===== config.mk =====
export PLATFORM = sky130hd
export DESIGN_NAME = twbo_mul
export DESIGN_NICKNAME = d
export VERILOG_FILES = /design/src/design/twbo_pkg.sv /design/src/design/twbo_mul.sv
export SDC_FILE = /design/constraint.sdc
export NUM_CORES = 1
export LEC_CHECK = 0
export BUFFER_PORTS_ARGS = -buffer_cell sky130_fd_sc_hd__buf_2
export CAP_MARGIN = 20
export CORE_MARGIN = 1.5
export CORE_UTILIZATION = 59
export DETAILED_ROUTE_END_ITERATION = 8
export PLACE_DENSITY = 0.81
export SLEW_MARGIN = 15
export SYNTH_ARGS = -nofsm -noshare
export SYNTH_HDL_FRONTEND = slang
export SYNTH_SLANG_ARGS = --single-unit
export TNS_END_PERCENT = 100

===== constraint.sdc =====
create_clock -name clock -period 9.6 [get_ports clock]
set_clock_uncertainty 0.2 [all_clocks]
set_input_delay 0.96 -clock clock [delete_from_list [all_inputs] [get_ports clock]]
set_output_delay 0.96 -clock clock [all_outputs]
set_load 0.02 [all_outputs]

===== src/design/twbo_pkg.sv =====
// Shared types, constants and arithmetic helpers of the two-wheel base odometry block.
package twbo_pkg;

   localparam int FRAC_BITS     = 16;
   localparam int CORDIC_STEPS  = 16;
   localparam int CFG_FRAC      = 16;
   localparam int WIDE_W        = 68;
   localparam int MUL_B_W       = 33;
   localparam int MUL_CNT_W     = 6;
   localparam int MOD_W         = 64;
   localparam int MOD_CNT_W     = 5;
   localparam int ANG_W         = 34;
   localparam int CORDIC_CNT_W  = 5;
   localparam int ENC_MOD_SHIFT  = 32 - FRAC_BITS;
   localparam int HEAD_MOD_SHIFT = 29 - FRAC_BITS;
   localparam int HEAD_UP_SHIFT  = 30 - FRAC_BITS;

   typedef logic signed [WIDE_W-1:0]  wide_type;
   typedef logic signed [MOD_W-1:0]   mod_type;
   typedef logic signed [ANG_W-1:0]   ang_type;
   typedef logic signed [31:0]        word_type;
   typedef logic signed [MUL_B_W-1:0] mul_b_type;

   localparam mod_type PI_Q32      = 64'sd13493037705;
   localparam mod_type PI_FX       =
      (PI_Q32 + (mod_type'(1) <<< (31 - FRAC_BITS))) >>> (32 - FRAC_BITS);
   localparam mod_type TWO_PI_FX   =
      ((PI_Q32 <<< 1) + (mod_type'(1) <<< (31 - FRAC_BITS))) >>> (32 - FRAC_BITS);
   localparam mod_type ENC_MOD_BASE  = TWO_PI_FX <<< ENC_MOD_SHIFT;
   localparam mod_type PI_Q30        = 64'sd3373259426;
   localparam mod_type TWO_PI_Q30    = 64'sd6746518852;
   localparam mod_type HEAD_MOD_BASE = TWO_PI_Q30 <<< HEAD_MOD_SHIFT;
   localparam ang_type PI_Q30_ANG    = 34'sd3373259426;
   localparam ang_type HALF_PI_Q30   = 34'sd1686629713;
   localparam ang_type CORDIC_GAIN   = 34'sd652032874;

   localparam wide_type WORD_MAX = (wide_type'(1) <<< 31) - wide_type'(1);
   localparam wide_type WORD_MIN = -(wide_type'(1) <<< 31);

   localparam logic [2:0] REG_SAMPLE_PERIOD     = 3'd0;
   localparam logic [2:0] REG_SAMPLE_RATE_HZ    = 3'd1;
   localparam logic [2:0] REG_FILTER_ALPHA      = 3'd2;
   localparam logic [2:0] REG_WHEEL_RADIUS      = 3'd3;
   localparam logic [2:0] REG_RADIUS_OVER_TRACK = 3'd4;
   localparam logic [2:0] REG_INV_GEAR_RATIO    = 3'd5;

   typedef struct packed {
      logic start;
      logic accumulate;
   } mul_ctrl_type;

   typedef struct packed {
      logic signed [31:0] left_enc_angle;
      logic signed [31:0] right_enc_angle;
      logic signed [31:0] body_pitch;
      logic signed [31:0] body_pitch_rate;
      logic               measuring;
      logic               timed_out;
   } req_payload_type;

   typedef struct packed {
      logic signed [31:0] left_wheel_angle;
      logic signed [31:0] right_wheel_angle;
      logic signed [31:0] mean_wheel_angle;
      logic signed [31:0] left_wheel_speed;
      logic signed [31:0] right_wheel_speed;
      logic signed [31:0] mean_wheel_speed;
      logic signed [31:0] heading;
      logic signed [31:0] linear_speed;
      logic signed [31:0] turn_rate;
      logic signed [31:0] position_x;
      logic signed [31:0] position_y;
      logic signed [31:0] travelled;
   } rsp_payload_type;

   function automatic wide_type round_shift(input wide_type v, input int s);
      return (v + (wide_type'(1) <<< (s - 1))) >>> s;
   endfunction

   function automatic word_type sat_word(input wide_type v);
      word_type r;
      if (v > WORD_MAX) begin
         r = 32'sh7FFFFFFF;
      end else if (v < WORD_MIN) begin
         r = 32'sh80000000;
      end else begin
         r = v[31:0];
      end
      return r;
   endfunction

   function automatic ang_type atan_q30(input logic [CORDIC_CNT_W-1:0] idx);
      ang_type r;
      case (idx)
         5'd0:  r = 34'sh3243F6A8;
         5'd1:  r = 34'sh1DAC6705;
         5'd2:  r = 34'sh0FADBAFC;
         5'd3:  r = 34'sh07F56EA6;
         5'd4:  r = 34'sh03FEAB76;
         5'd5:  r = 34'sh01FFD55B;
         5'd6:  r = 34'sh00FFFAAA;
         5'd7:  r = 34'sh007FFF55;
         5'd8:  r = 34'sh003FFFEA;
         5'd9:  r = 34'sh001FFFFD;
         5'd10: r = 34'sh000FFFFF;
         5'd11: r = 34'sh0007FFFF;
         5'd12: r = 34'sh0003FFFF;
         5'd13: r = 34'sh0001FFFF;
         5'd14: r = 34'sh0000FFFF;
         5'd15: r = 34'sh00007FFF;
         5'd16: r = 34'sh00003FFF;
         5'd17: r = 34'sh00001FFF;
         5'd18: r = 34'sh00000FFF;
         5'd19: r = 34'sh000007FF;
         5'd20: r = 34'sh000003FF;
         5'd21: r = 34'sh000001FF;
         5'd22: r = 34'sh000000FF;
         5'd23: r = 34'sh0000007F;
         default: r = '0;
      endcase
      return r;
   endfunction

endpackage


===== src/design/twbo_mul.sv =====
// Bit-serial signed multiplier, one bit of the second operand per cycle, with accumulate.
module twbo_mul import twbo_pkg::*; (
   input  logic         clock,
   input  logic         reset,
   input  mul_ctrl_type ctrl,
   input  wide_type     a,
   input  mul_b_type    b,
   output wide_type     product,
   output logic         busy
);

   wide_type               a_ff, a_in;
   mul_b_type              b_ff, b_in;
   wide_type               acc_ff, acc_in;
   logic [MUL_CNT_W-1:0]   cnt_ff, cnt_in;
   logic                   busy_ff, busy_in;
   wide_type               partial;
   logic                   last;

   assign partial = b_ff[0] ? a_ff : '0;
   assign last    = (cnt_ff == MUL_CNT_W'(MUL_B_W - 1));

   always_comb begin
      a_in    = a_ff;
      b_in    = b_ff;
      acc_in  = acc_ff;
      cnt_in  = cnt_ff;
      busy_in = busy_ff;
      if (ctrl.start) begin
         a_in    = a;
         b_in    = b;
         acc_in  = ctrl.accumulate ? acc_ff : '0;
         cnt_in  = '0;
         busy_in = 1'b1;
      end else if (busy_ff) begin
         acc_in = last ? acc_ff - partial : acc_ff + partial;
         a_in   = a_ff <<< 1;
         b_in   = b_ff >>> 1;
         cnt_in = cnt_ff + MUL_CNT_W'(1);
         if (last) begin
            busy_in = 1'b0;
         end
      end
   end

   always_ff @(posedge clock) begin
      if (reset) begin
         busy_ff <= 1'b0;
         cnt_ff  <= '0;
      end else begin
         busy_ff <= busy_in;
         cnt_ff  <= cnt_in;
      end
      a_ff   <= a_in;
      b_ff   <= b_in;
      acc_ff <= acc_in;
   end

   assign product = acc_ff;
   assign busy    = busy_ff;

endmodule


* After elaboration in Yosys (flattened, before gate mapping)
Index checks and enable logic that the tools add are counted.
** Word-level totals
- Flip-flop bits (word level) :: 176
- Input bits :: 105
- Word-level logic and storage cells :: 26
** Operators by class
- Add/sub/neg operators :: 3
- Equal/unequal tests :: 2
- Multiplexer cells :: 12
- Reduce and logical (&&, ||, !) cells :: 3
** Operator list (count)
- 2-to-1 mux 68 bit :: 7
- adder 68 bit :: 1
- subtractor 68 bit :: 1
- 2-to-1 mux 33 bit :: 1
- 2-to-1 mux 32 bit :: 1
- adder 6 x 1 -> 6 bit (second input constant) :: 1
- == test 6 bit (second input constant) :: 1
- 2-to-1 mux 1 bit :: 3
- inequality test 2 bit (second input constant) :: 1
- AND reduction 2 bit :: 1
- nonzero test 2 bit :: 1
- OR reduction 2 bit :: 1

* Longest topological paths before layout
- Depth after elaboration :: 5
- Gate-level depth with buffers :: 27

* Least setup slack after synthesis
OpenSTA, ideal clock, no wires.
- Path type :: input port to flip-flop
- Start :: in ctrl[1] (netlist bit)
- End :: reg acc_ff[0] (netlist: product[0]), enable pin
- Library setup time :: 0.597 ns
- Data arrival time :: 7.567 ns
- Data required time :: 8.803 ns
- Slack :: 1.236 ns
- Stages :: 3
- Path buffers :: 1
- Cell sequence :: clkbuf_1 > or2_2 > a21boi_0
** On the way
- Word-level cells in the longest chain between the ends :: 2
- Elaborated cells between the ends (all ways) :: 3
- Those cells by class :: eq/ne: 1; reduce/logical: 2
** Ends and longest elaborated chain
- from (decl) :: RTL line twbo_mul.sv:5 : input mul_ctrl_type ctrl,
- inequality test 2 bit (no line) or nonzero test 2 bit (tied branches)
- AND reduction 2 bit (no line) (*)
- to (signal assigned) :: RTL line twbo_mul.sv:56 : acc_ff <= acc_in;
- to (decl) :: RTL line twbo_mul.sv:14 : wide_type acc_ff, acc_in;
Mark *: on every way between the ends. The rest lies on a longest branch, timed or not.
A chain may end at the register's enable or synchronous reset.

* Final worst setup path
- Start :: reg b_ff[0]
- End :: reg acc_ff[52] (netlist: product[52]) (data pin)
** On the way
- Word-level cells in the longest chain between the ends :: 5
- Elaborated cells between the ends (all ways) :: 6
- Those cells by class :: add/sub: 2; mux: 4
** Ends and longest elaborated chain
- from (decl) :: RTL line twbo_mul.sv:13 : mul_b_type b_ff, b_in;
- from (signal assigned) :: RTL line twbo_mul.sv:55 : b_ff <= b_in;
- 2-to-1 mux 68 bit (*) :: RTL line twbo_mul.sv:20 : assign partial = b_ff[0] ? a_ff : '0;
- adder 68 bit or subtractor 68 bit (tied branches) :: RTL line twbo_mul.sv:36 : acc_in = last ? acc_ff - partial : acc_ff + partial;
- 2-to-1 mux 68 bit (*) :: RTL line twbo_mul.sv:36
- 2-to-1 mux 68 bit (*) :: RTL line twbo_mul.sv:35 : end else if (busy_ff) begin
- 2-to-1 mux 68 bit (*) :: RTL line twbo_mul.sv:29 : if (ctrl.start) begin
Mark *: on every way between the ends. The rest lies on a longest branch, timed or not. The select of a mux whose other input is x is not followed.

==> results.toml <==
[outcome]
status = "finished, final reports clean"

[timing]
fin_hold_ws_ns = 0.3411
finalMaxSlewViolations = 0
tns_ns = 0
fmax_ghz = 0.1530
grt_setup_unrepaired = "false"
slew_headroom = 0.2948
hold_viol = 0
max_slew.worst_pin.slew_ns = 1.045
fin_crit_sh = 0.6807
min_period_ns = 6.534
setup_viol = 0

[global_route]
grt_pass1_wl_um = 55810
overflow = 0
track_usage = 0.3012
antenna_found_initial = 3
grt_pass1_vias = 10580
grt_max_degree = 75

[routing]
drtPass1Iterations = 6
detail-route-antenna-nets = 0
routed_via_density = 6.353
wirelength_um = 35620
drc_errors = 0
wl_per_cell_um = 19.78
drtIter0Drc = 1060
dr_total_vias = 11440

[floorplanning]
io_pins = 174
die-width_um = 152.0
die_h_um = 152.0
core_um2 = 21820
dieArea_um2 = 23110
rows = 54
start_util = 0.6003

[critical_path]
critPathLaunch = "b_ff[0]"
crit_top_cell = "o21ai_1"
cp_top_family = "compound AO/OA/AOI/OAI gates"
crit_type = "reg2reg"
regToRegEndpoint = "product[52]"
critPathCaptureType = "register"
arrival_ns = 6.53
r2r_cells = 16
cp.buffers_inverters = 2
r2r_setup_slack_ns = 3.07
crit_chain = "clkinv_1 -> o21ai_1 -> a21oi_1 -> o21ai_1 -> buf_4 -> nand3_1 -> ha_1 -> or4_1 -> o2111ai_2 -> nor2_1 -> o2111ai_1 -> a21oi_1 -> o31ai_1 -> o21ai_1 -> a21boi_0 -> mux2_2"
cp_max_fo = 27
crit_slowest_cell = "edfxtp_1"
r2r-start = "b_ff[0]"
slowest_delay_ns = 0.91
worst-endpoint-required_ns = 9.60
cp-start-kind = "register"

[worst_hold_path]
hold_path_depth = 2
holdCritPathClass = "reg2reg"
min_from = "cnt_ff[5]"
hold_end = "cnt_ff[5]"

[power]
ir_worst_vdd_v = 0.0001332
power_density_nw_per_um2 = 229.7
power_w = 0.003397
power_leakage_nw = 5.993

[synthesis]
synth_area_um2 = 13100
ys_seq_elements = 176
synthesis.nets = 1550
synthArstFlopShare = 0
synth_cell_types = 74
ys.flop_type = "edfxtp_1"
synth_edf_count = 169
synth_cells = 1374
synth-warning-count = 0
ys_seq_area_frac = 0.3981
syn_area_per_cell_um2 = 9.535

[clock_network]
clk_latency_ns = 0.45
clock_path_buffers = 2
cts_buffers = 17
cts_root_buf = "clkbuf_16"
clkSinkCount = 176
cts_resized = 0
tritoncts = "yes"
cts_max_level = 4
cts_hold_buf = 0
cts_setup_buffers = 0
clk_pin_slew_ns = 0.08

[cells_and_area]
final_util = 0.6775
syn_to_final_growth_pct = 12.85
nets = 1683
num-fill-cells = 1751
drive_gt1_frac = 0.2257

[placed_design]
gp_congestion = 0.9331
portBuffers = 173
dp_hpwl_um = 26370

[run]
drv_cap = 0
## power breakdown
group / internal [W] / switching [W] / leakage [nW]
Combinational: 0.000588 / 0.000917 / 3.92
Clock: 0.000365 / 0.000386 / 0.307
Sequential: 0.00103 / 0.000115 / 1.76
Total: 0.00198 / 0.00142 / 5.99
## logic make-up (layout without fill, tap and decap cells)
logic type               Yosys count  count (layout)  share of synthesized area
adder cells (fa/ha/maj)           71              71                    0.06838
buffers and inverters             93             239                    0.02684
flip-flops                       176             176                     0.3981
AND/OR/NAND/NOR                  471             471                     0.1689
multiplexers                     105             105                    0.09006
XOR/XNOR                         104             104                    0.07096
other                              0               1                          0
AO/OA/AOI/OAI                    354             354                     0.1768
## registers in the layout, indices dropped and copies added (netlist names)
signal,flops
a_ff,68
product,68
busy,1
cnt_ff,6
b_ff,33
## layer usage
metal,wire [µm],part of all wire,up-vias,global-route usage
met5,27,0.00076,-,0
met4,629,0.018,4,0.07027
met3,3142,0.088,63,0.05419
met2,16600,0.47,558,0.4725
met1,15230,0.43,5431,0.4350
li1,-,-,5385,-
## area by class of cell
cell class	count	area, µm²	share of cell area
Antenna cell	1	2.502	0.0001692
Inverter	26	97.59	0.006601
Clock inverter	15	214.0	0.01447
Sequential cell	176	5215	0.3527
Multi-Input combinational cell	1105	7548	0.5105
Clock buffer	17	425.4	0.02877
Timing Repair Buffer	181	932.1	0.06304
Tap cell	280	350.3	0.02369
## Yosys cell counts (5+ instances only)
master | n | share of area
a31oi_1 | 18 | 0.0086
o311ai_0 | 5 | 0.0033
o211ai_1 | 18 | 0.010
o41ai_1 | 5 | 0.0033
and3_1 | 15 | 0.0072
a21o_1 | 40 | 0.023
nor2_1 | 137 | 0.039
o21bai_1 | 13 | 0.0074
edfxtp_1 | 169 | 0.39
nand2_1 | 155 | 0.044
a211oi_1 | 5 | 0.0029
a21oi_1 | 106 | 0.040
o21a_1 | 12 | 0.0069
o21ai_1 | 5 | 0.0019
or3_1 | 17 | 0.0081
nor3_1 | 17 | 0.0065
xor2_1 | 54 | 0.036
nand4_1 | 20 | 0.0096
ha_1 | 70 | 0.067
nand3_1 | 22 | 0.0084
o21ai_0 | 69 | 0.026
and2_1 | 5 | 0.0024
nand2b_1 | 16 | 0.0076
xnor2_1 | 49 | 0.033
inv_1 | 25 | 0.0072
nor2b_1 | 16 | 0.0076
or2_2 | 7 | 0.0033
o31ai_1 | 14 | 0.0080
clkbuf_1 | 61 | 0.017
mux2_2 | 103 | 0.089
dfxtp_1 | 7 | 0.011
nor4_1 | 19 | 0.0091
a21boi_0 | 8 | 0.0046
nand3b_1 | 5 | 0.0029
## stage by stage
stage                     cell area (µm²)  worst slack (ns)  std cells
after floorplan                     13100             1.236       1374
after global placement              14140             3.442       1768
after detailed placement            14140             3.243       1768
after CTS                           14780             3.230       1800
after global routing                14780             2.621       1800
final                               14790             3.066       1801
## cells in the final DEF (no fill, tap or decap), drive strengths merged, types with 33 or more instances in the layout
cell / synthesis / layout
nand2: 156 / 156
nor2: 137 / 137
xor2: 54 / 54
a21oi: 106 / 106
o21ai: 74 / 74
edfxtp: 169 / 169
inv: 25 / 33
buf: 6 / 181
xnor2: 50 / 50
a21o: 40 / 40
ha: 70 / 70
mux2: 103 / 103
## tightest hold or removal path: stages, from the launching register on
cell	delay, ns
dfxtp_1	0.35
o21ai_0	0.09
a21oi_1	0.06
## worst max-delay path by stage
stage | to | depth (start not counted)
5_1_grt | product[55] | 16
4_1_cts | product[57] | 17
6_report | product[52] | 16
3_5_place_dp | product[57] | 17
3_3_place_gp | product[57] | 17
2_1_floorplan | product[0] | 3
Power figures use the tool's default switching activity.
