===== src/design/twbo_pkg.sv =====
// Shared types, constants and arithmetic helpers of the two-wheel base odometry block.
package twbo_pkg;

   localparam int FRAC_BITS     = 16;
   localparam int CORDIC_STEPS  = 16;
   localparam int CFG_FRAC      = 16;
   localparam int WIDE_W        = 68;
   localparam int MUL_B_W       = 33;
   localparam int MUL_CNT_W     = 6;
   localparam int MOD_W         = 64;
   localparam int MOD_CNT_W     = 5;
   localparam int ANG_W         = 34;
   localparam int CORDIC_CNT_W  = 5;
   localparam int ENC_MOD_SHIFT  = 32 - FRAC_BITS;
   localparam int HEAD_MOD_SHIFT = 29 - FRAC_BITS;
   localparam int HEAD_UP_SHIFT  = 30 - FRAC_BITS;

   typedef logic signed [WIDE_W-1:0]  wide_type;
   typedef logic signed [MOD_W-1:0]   mod_type;
   typedef logic signed [ANG_W-1:0]   ang_type;
   typedef logic signed [31:0]        word_type;
   typedef logic signed [MUL_B_W-1:0] mul_b_type;

   localparam mod_type PI_Q32      = 64'sd13493037705;
   localparam mod_type PI_FX       =
      (PI_Q32 + (mod_type'(1) <<< (31 - FRAC_BITS))) >>> (32 - FRAC_BITS);
   localparam mod_type TWO_PI_FX   =
      ((PI_Q32 <<< 1) + (mod_type'(1) <<< (31 - FRAC_BITS))) >>> (32 - FRAC_BITS);
   localparam mod_type ENC_MOD_BASE  = TWO_PI_FX <<< ENC_MOD_SHIFT;
   localparam mod_type PI_Q30        = 64'sd3373259426;
   localparam mod_type TWO_PI_Q30    = 64'sd6746518852;
   localparam mod_type HEAD_MOD_BASE = TWO_PI_Q30 <<< HEAD_MOD_SHIFT;
   localparam ang_type PI_Q30_ANG    = 34'sd3373259426;
   localparam ang_type HALF_PI_Q30   = 34'sd1686629713;
   localparam ang_type CORDIC_GAIN   = 34'sd652032874;

   localparam wide_type WORD_MAX = (wide_type'(1) <<< 31) - wide_type'(1);
   localparam wide_type WORD_MIN = -(wide_type'(1) <<< 31);

   localparam logic [2:0] REG_SAMPLE_PERIOD     = 3'd0;
   localparam logic [2:0] REG_SAMPLE_RATE_HZ    = 3'd1;
   localparam logic [2:0] REG_FILTER_ALPHA      = 3'd2;
   localparam logic [2:0] REG_WHEEL_RADIUS      = 3'd3;
   localparam logic [2:0] REG_RADIUS_OVER_TRACK = 3'd4;
   localparam logic [2:0] REG_INV_GEAR_RATIO    = 3'd5;

   typedef struct packed {
      logic start;
      logic accumulate;
   } mul_ctrl_type;

   typedef struct packed {
      logic signed [31:0] left_enc_angle;
      logic signed [31:0] right_enc_angle;
      logic signed [31:0] body_pitch;
      logic signed [31:0] body_pitch_rate;
      logic               measuring;
      logic               timed_out;
   } req_payload_type;

   typedef struct packed {
      logic signed [31:0] left_wheel_angle;
      logic signed [31:0] right_wheel_angle;
      logic signed [31:0] mean_wheel_angle;
      logic signed [31:0] left_wheel_speed;
      logic signed [31:0] right_wheel_speed;
      logic signed [31:0] mean_wheel_speed;
      logic signed [31:0] heading;
      logic signed [31:0] linear_speed;
      logic signed [31:0] turn_rate;
      logic signed [31:0] position_x;
      logic signed [31:0] position_y;
      logic signed [31:0] travelled;
   } rsp_payload_type;

   function automatic wide_type round_shift(input wide_type v, input int s);
      return (v + (wide_type'(1) <<< (s - 1))) >>> s;
   endfunction

   function automatic word_type sat_word(input wide_type v);
      word_type r;
      if (v > WORD_MAX) begin
         r = 32'sh7FFFFFFF;
      end else if (v < WORD_MIN) begin
         r = 32'sh80000000;
      end else begin
         r = v[31:0];
      end
      return r;
   endfunction

   function automatic ang_type atan_q30(input logic [CORDIC_CNT_W-1:0] idx);
      ang_type r;
      case (idx)
         5'd0:  r = 34'sh3243F6A8;
         5'd1:  r = 34'sh1DAC6705;
         5'd2:  r = 34'sh0FADBAFC;
         5'd3:  r = 34'sh07F56EA6;
         5'd4:  r = 34'sh03FEAB76;
         5'd5:  r = 34'sh01FFD55B;
         5'd6:  r = 34'sh00FFFAAA;
         5'd7:  r = 34'sh007FFF55;
         5'd8:  r = 34'sh003FFFEA;
         5'd9:  r = 34'sh001FFFFD;
         5'd10: r = 34'sh000FFFFF;
         5'd11: r = 34'sh0007FFFF;
         5'd12: r = 34'sh0003FFFF;
         5'd13: r = 34'sh0001FFFF;
         5'd14: r = 34'sh0000FFFF;
         5'd15: r = 34'sh00007FFF;
         5'd16: r = 34'sh00003FFF;
         5'd17: r = 34'sh00001FFF;
         5'd18: r = 34'sh00000FFF;
         5'd19: r = 34'sh000007FF;
         5'd20: r = 34'sh000003FF;
         5'd21: r = 34'sh000001FF;
         5'd22: r = 34'sh000000FF;
         5'd23: r = 34'sh0000007F;
         default: r = '0;
      endcase
      return r;
   endfunction

endpackage


===== src/design/twbo_cordic.sv =====
// Iterative rotation-mode CORDIC giving the cosine and sine of a Q4.30 angle.
module twbo_cordic import twbo_pkg::*; (
   input  logic    clock,
   input  logic    reset,
   input  logic    start,
   input  ang_type angle,
   output ang_type cos_out,
   output ang_type sin_out,
   output logic    busy
);

   ang_type                 x_ff, x_in;
   ang_type                 y_ff, y_in;
   ang_type                 z_ff, z_in;
   logic                    neg_ff, neg_in;
   logic [CORDIC_CNT_W-1:0] step_ff, step_in;
   logic                    busy_ff, busy_in;
   ang_type                 x_sh, y_sh, step_atan;

   assign x_sh      = x_ff >>> step_ff;
   assign y_sh      = y_ff >>> step_ff;
   assign step_atan = atan_q30(step_ff);

   always_comb begin
      x_in    = x_ff;
      y_in    = y_ff;
      z_in    = z_ff;
      neg_in  = neg_ff;
      step_in = step_ff;
      busy_in = busy_ff;
      if (start) begin
         x_in    = CORDIC_GAIN;
         y_in    = '0;
         step_in = '0;
         busy_in = 1'b1;
         if (angle > HALF_PI_Q30) begin
            z_in   = angle - PI_Q30_ANG;
            neg_in = 1'b1;
         end else if (angle < -HALF_PI_Q30) begin
            z_in   = angle + PI_Q30_ANG;
            neg_in = 1'b1;
         end else begin
            z_in   = angle;
            neg_in = 1'b0;
         end
      end else if (busy_ff) begin
         if (z_ff >= 0) begin
            x_in = x_ff - y_sh;
            y_in = y_ff + x_sh;
            z_in = z_ff - step_atan;
         end else begin
            x_in = x_ff + y_sh;
            y_in = y_ff - x_sh;
            z_in = z_ff + step_atan;
         end
         step_in = step_ff + CORDIC_CNT_W'(1);
         if (step_ff == CORDIC_CNT_W'(CORDIC_STEPS - 1)) begin
            busy_in = 1'b0;
         end
      end
   end

   always_ff @(posedge clock) begin
      if (reset) begin
         busy_ff <= 1'b0;
         step_ff <= '0;
      end else begin
         busy_ff <= busy_in;
         step_ff <= step_in;
      end
      x_ff   <= x_in;
      y_ff   <= y_in;
      z_ff   <= z_in;
      neg_ff <= neg_in;
   end

   assign cos_out = neg_ff ? -x_ff : x_ff;
   assign sin_out = neg_ff ? -y_ff : y_ff;
   assign busy    = busy_ff;

endmodule


===== config.mk =====
export PLATFORM = sky130hd
export DESIGN_NAME = twbo_cordic
export DESIGN_NICKNAME = d
export VERILOG_FILES = /design/src/design/twbo_pkg.sv /design/src/design/twbo_cordic.sv
export SDC_FILE = /design/constraint.sdc
export NUM_CORES = 1
export LEC_CHECK = 0
export BUFFER_PORTS_ARGS = -buffer_cell sky130_fd_sc_hd__buf_2
export CORE_ASPECT_RATIO = 1.1
export CORE_UTILIZATION = 45
export CTS_CLUSTER_SIZE = 16
export DETAILED_ROUTE_END_ITERATION = 8
export REMOVE_ABC_BUFFERS = 1
export SKIP_LAST_GASP = 1
export SLEW_MARGIN = 5
export SYNTH_ARGS = -nofsm -noshare
export SYNTH_HDL_FRONTEND = slang
export SYNTH_SLANG_ARGS = --single-unit
export TNS_END_PERCENT = 30

===== constraint.sdc =====
create_clock -name clock -period 7.56 [get_ports clock]
set_clock_uncertainty 0.15 [all_clocks]
set_input_delay 1.512 -clock clock [delete_from_list [all_inputs] [get_ports clock]]
set_output_delay 1.512 -clock clock [all_outputs]
set_load 0.1 [all_outputs]

Yosys cells after proc, flatten, opt, wreduce, memory -nomap -nowiden
Memory sizes are Yosys's and may differ from the RTL's. A register that Yosys moved wholly into a read port is not among the register bits.
Index checks and enable logic that the tools add are counted.
Widths: inputs -> output; s select.
{ "op_classes": {"magnitude_cmp": 3, "eq_ne": 1, "shifts": 2, "reduce_logical": 2, "mux": 15, "addsub": 11} }
{ "op_table": {"columns": ["cell", "n"], "rows": [
  ["$mux 34", 9],
  ["$add 34x34->34", 3],
  ["$sub 34x34->34", 3],
  ["$neg 34->34", 2],
  ["$sshr 34x5->34", 2],
  ["$add 34x33->34 const B", 1],
  ["$ge 34x1->1 const B", 1],
  ["$gt 34x32->1 const B", 1],
  ["$lt 34x32->1 const B", 1],
  ["$sub 34x33->34 const B", 1],
  ["$mux 5", 2],
  ["$add 5x1->5 const B", 1],
  ["$eq 5x4->1 const B", 1],
  ["$mux 1", 4],
  ["$reduce_bool 2->1", 1],
  ["$reduce_or 2->1", 1]
]} }
{ "word_totals": {"romBits": 960, "elab_cells": 41, "input_bits": 37, "out_inout_bits": 69, "register_bits": 109, "memories": 1} }
{ "mem_list": {"columns": ["name", "depth", "word_bits", "rd", "rd_clocked_by_memory_dff", "wr", "line_no", "source"], "rows": [
  ["(no name shown)", 32, 30, 1, 1, 0, "twbo_pkg.sv:94", "case (idx)"]
]} }

Depth between registers and ports, before layout
{ "depth": {"ltp_word": 4, "mapped_depth": 32, "mapped_depth_nobuf": 24} }

Worst setup path before layout
Ideal clock, no wire load.
{ "synth_path": {"kind": "register to register", "startpoint": "register step_ff[4]", "endpoint": "register y_ff[33]", "arrival_ns": 6.525, "period_less_slack_ns": 6.798, "slack_ns": 0.762, "required_ns": 7.287, "setup_time_ns": 0.123, "path_stages_with_launch": 29, "n_path_buf": 8, "path_cell_list": "dfxtp_1 > clkbuf_1 > clkbuf_1 > buf_1 > buf_1 > clkbuf_1 > buf_1 > clkbuf_1 > nand2_1 > nand2_1 > ha_1 > or4b_1 > nand2b_1 > nand3b_1 > buf_2 > nand3b_1 > a32o_1 > a22o_1 > ha_1 > and3_1 > o211ai_1 > a21oi_1 > o41ai_1 > a311oi_1 > a31oi_1 > o21ai_0 > or2_2 > mux2_1 > mux2_1"} }
{ "synth_between": {"elab_chain_cells": 3, "elab_cells_between_ends": 4, "cone_classes": "2 x add/sub; 1 x shift; 1 x mux"} }
{ "synth_rtl": {"columns": ["element", "line_no", "source"], "rows": [
  ["start: declaration", "twbo_cordic.sv:16", "logic [CORDIC_CNT_W-1:0] step_ff, step_in;"],
  ["start signal: assignment", "twbo_cordic.sv:69", "step_ff <= step_in;"],
  ["$sshr 34x5->34 (*)", "twbo_cordic.sv:20", "assign x_sh = x_ff >>> step_ff;"],
  ["$sub 34x34->34 or $add 34x34->34 (tied branches)", "twbo_cordic.sv:53, twbo_cordic.sv:49", null],
  ["$mux 34 (*)", "twbo_cordic.sv:47", "if (z_ff >= 0) begin"],
  ["end signal: assignment", "twbo_cordic.sv:72", "y_ff <= y_in;"],
  ["end: declaration", "twbo_cordic.sv:13", "ang_type y_ff, y_in;"]
]} }
Mark *: on every way between the ends. The rest lies on a longest branch, timed or not.
A chain may end at the register's enable or synchronous reset.

Worst setup path in the final report
{ "layout_path": {"startpoint": "register step_ff[1]", "endpoint": "register x_ff[33]"} }
{ "layout_between": {"elab_chain_cells": 3, "elab_cells_between_ends": 4, "cone_classes": "2 x add/sub; 1 x shift; 1 x mux"} }
{ "layout_rtl": {"columns": ["element", "line_no", "source"], "rows": [
  ["$sshr 34x5->34 (*)", "twbo_cordic.sv:21", "assign y_sh = y_ff >>> step_ff;"],
  ["$add 34x34->34 or $sub 34x34->34 (tied branches)", "twbo_cordic.sv:52, twbo_cordic.sv:48", null],
  ["$mux 34 (*)", "twbo_cordic.sv:47", null],
  ["end signal: assignment", "twbo_cordic.sv:71", "x_ff <= x_in;"],
  ["end: declaration", "twbo_cordic.sv:12", "ang_type x_ff, x_in;"]
]} }
Marks and branches as above.

==> results.md <==
* Status: finished clean
* Main combinational cell family by area after synthesis: compound AO/OA/AOI/OAI gates
* Root Buffer: clkbuf_16
* Slowest CP cell: dfxtp_4
* Width of the chip at 206 microns
* CTS tree: built
* Tot GR Track Use at 0.321
* Synth Area in Compound Gates at 0.257
* Site Rows at 81
* Fin cells at 3215
* Yosys warning total at 0
* Setup slack, reg-to-reg at 0.54 ns
* DP HPWL at 58400 microns
* Hold Path Stages at 2
* Port bufs at 105
* Leakage at 8.98 nW
* Total grt overflow at 0
* Cells after synthesis at 2603
* Fill count at 4377
* Worst Hold Class: flip-flop to flip-flop
* DP Worst Slack at 0.449 ns
* Crit-path max cell delay at 0.67 ns
* Synth Area in Adders at 0.0736
* Logic gate share of total power at 0.787
* Most common library cell in the layout ignoring fill and taps: nand2_1
* Min cycle time layout at 7.02 ns
* Setup tns final at 0 ns
* Synthesis-to-finish area growth at 8.71%
* Average wire per cell in the routed design at 23.4 microns
* Drt initial violations at 1877
* Post-Route WL at 75300 microns
* # IOs at 106
* Drt pass-1 iters at 6
* Switch share at 0.574
* Post-DR vias/cell at 6.44
* Yosys cell types at 91
* Max cap viols at 0
* Share of layout cells above drive strength 1 at 0.158
* First-pass GRT wire length at 113000 microns
* Setup crit end kind: flip-flop
* Placer congestion estimate at 0.993
* CORE AREA at 44700 sq um
* Die height at 226 microns
* CTS sink count at 139
* Top FF cell, synth: dfxtp_1
* Starting Density at 0.459
* Final setup vio count at 0
* Post-route antenna net violation count at 0
* CTS Buf Count at 17
* Vias after detailed routing at 20700
* RSZ-0062 raised after global routing: false
* Max VDD drop at 0.701 mV
* Drt drc at 0
* Worst skew pair latency at 0.50 ns
* CP required at 7.80 ns
* Worst slew pin tran at 0.965 ns
* Power per Cell Area at 491 nW/um^2
* CTS Buffer Depth at 2
* Placed Cells at 3176
* Worst path cell trace: mux4_2, mux2i_1, o221ai_1, a221oi_2, ha_1, inv_1, or4b_1, or3_1, nand2_1, xnor2_1, ha_1, a21o_1, a21oi_1, o21ai_0, o2111ai_1, a21o_1, o211ai_1, o41ai_1, o21ai_0, nand2_1, mux4_1, a311o_1
* Final period utilization at 0.928
* Crit Reg-Reg Endpoint: x_ff[33]
* Fmax at 143 MHz
* Final max-slew violation count at 0
* Critical path type: flip-flop to flip-flop
* Mapped Avg Cell Area at 7.89 sq um
* RR Startpoint: step_ff[1]
* Fin util at 0.499
* Post-synth EDFFs at 35
* Seq pwr share at 0.135
* Ys async rst share at 0
* Cell Int Power at 0.00467 W
* CTS H-tree lvls at 4
* Critical path launch point type: flip-flop
* Share of the yosys chip area belonging to registers at 0.153
* Area of the mapped netlist at 20500 sq um
* FF+latch count, synth at 139
* Final Hold Viols at 0
* Worst Hold Launch: x_ff[0]
* CP Max Fanout at 24
* Total Nets Final at 2776
* Mux share of post-synthesis cell area at 0.162
* Synth Area in Simple Gates at 0.185
* Reg clk slew, reported paths at 0.07 ns
* Vias in the first global route at 19300
* Largest net degree at the start of global routing at 101
* Leading cell types in the layout, fill and taps excluded: nand2_1 (248), nor2_1 (187), o21ai_0 (182), a21oi_1 (181), xnor2_1 (171)
* R2R depth at 22
* Total power at 0.0109 W
* Die area at 46500 sq um
* Switch Pwr at 0.00628 W
* Clock power share at 0.078
* Slew HR at 0.348
* Critical path arrival at 7.25 ns
* Setup ws final at 0.545 ns
* XOR/XNOR share of the synthesized area at 0.112
* WHS Endpoint: x_ff[0]
* Initial antenna violation count at 1
-- critical path: cells and delay by family (launching register included) --
| kind | cells | cell delay [ns] |
|---|---|---|
| and+or+nand+nor | 4 | 1.33 |
| xor gates and xnor gates | 1 | 0.08 |
| AOI/OAI and AO/OA | 11 | 2.40 |
| muxes | 3 | 1.54 |
| adders and majority gates | 2 | 0.67 |
| DFF | 1 | 0.67 |
| buffers and inverters | 1 | 0.05 |
-- stage by stage --
step | area (sq um) | hold WS, ns
finish | 22300 | 0.427
global route | 22300 | 0.466
CTS | 22300 | 0.425
detailed placement | 21700 | 0.419
global placement | 21700 | 0.404
floorplan | 19600 | 0.397
-- sequential cells by signal, indices dropped and copies added (netlist names) --
register / flops
step_ff: 5
x_ff: 34
neg_ff: 1
busy: 1
step_atan: 30
y_ff: 34
z_ff: 34
-- power by group through the flow --
stage                     logic (W)  clock network [W]  registers, W
after floorplan             0.00662                  0       0.00141
after global placement      0.00844                  0       0.00148
after detailed placement    0.00853                  0       0.00148
after CTS                   0.00857           0.000869       0.00147
after global routing        0.00932           0.000896       0.00150
final                       0.00862           0.000850       0.00148
-- what timing repair did --
item                       in CTS  in global routing
gates resized for setup         0                  2
hold endpoints to repair        0                  0
setup endpoints to repair       0                  1
hold buffers                    0                  0
buffers inserted                0                  6
-- synthesized netlist by cell type, drive strengths merged (11+ instances only) --
cell,count,area (sq um)
mux4,81,1830
clkbuf,147,552
o41ai,22,200
nand3,50,250
o31ai,47,353
nand2,248,931
nand2b,40,250
a22o,20,175
o211ai,18,135
nor4,11,68.8
mux2i,103,1030
o21bai,16,120
nand4,13,81.3
a31oi,16,100
inv,63,236
buf,68,384
and2,19,119
a221oi,11,103
mux2,41,462
a22oi,30,225
a211oi,26,205
nor3,52,265
ha,116,1450
a21o,68,510
or3,34,218
or4,18,135
o22ai,24,150
nor2,187,702
o21a,18,135
a21oi,181,906
dfxtp,104,2080
o21ai,183,916
nor2b,35,219
and3,28,175
xnor2,171,1500
edfxtp,35,1050
or2,16,100
xor2,92,806
-- cells by family after synthesis --
| kind of cell | Yosys count |
|---|---|
| mux | 225 |
| simple gates | 783 |
| buf+inv | 282 |
| flops | 139 |
| xor+xnor | 263 |
| fa+ha+maj | 119 |
| compound gates | 792 |
-- cell type report --
| class | instances | area (sq um) | area share |
|---|---|---|---|
| Clock buffer | 20 | 478 | 0.0214 |
| Sequential cell | 139 | 3150 | 0.141 |
| Inverter | 67 | 255 | 0.0114 |
| Antenna cell | 1 | 2.50 | 0.000112 |
| Multi-Input combinational cell | 2182 | 16200 | 0.727 |
| Timing Repair Buffer | 213 | 1390 | 0.0622 |
| Tap cell | 581 | 727 | 0.0326 |
| Clock inverter | 12 | 100 | 0.00449 |
-- worst max path at each step --
stage	depth (start not counted)	slack [ns]	from	end
floorplan	22	-1.94	step_ff[0]	y_ff[33]
global placement	22	0.50	step_ff[1]	x_ff[33]
detailed placement	22	0.45	step_ff[1]	x_ff[33]
CTS	22	0.42	step_ff[1]	x_ff[33]
global route	22	0.08	step_ff[1]	x_ff[33]
finish	22	0.54	step_ff[1]	x_ff[33]
-- layer usage --
metal / GRT usage / share of wire
met1: 0.381 / 0.40
met2: 0.554 / 0.49
met3: 0.0603 / 0.061
met4: 0.155 / 0.048
met5: 0 / 0
No activity file was read; power rests on OpenSTA's default activity.
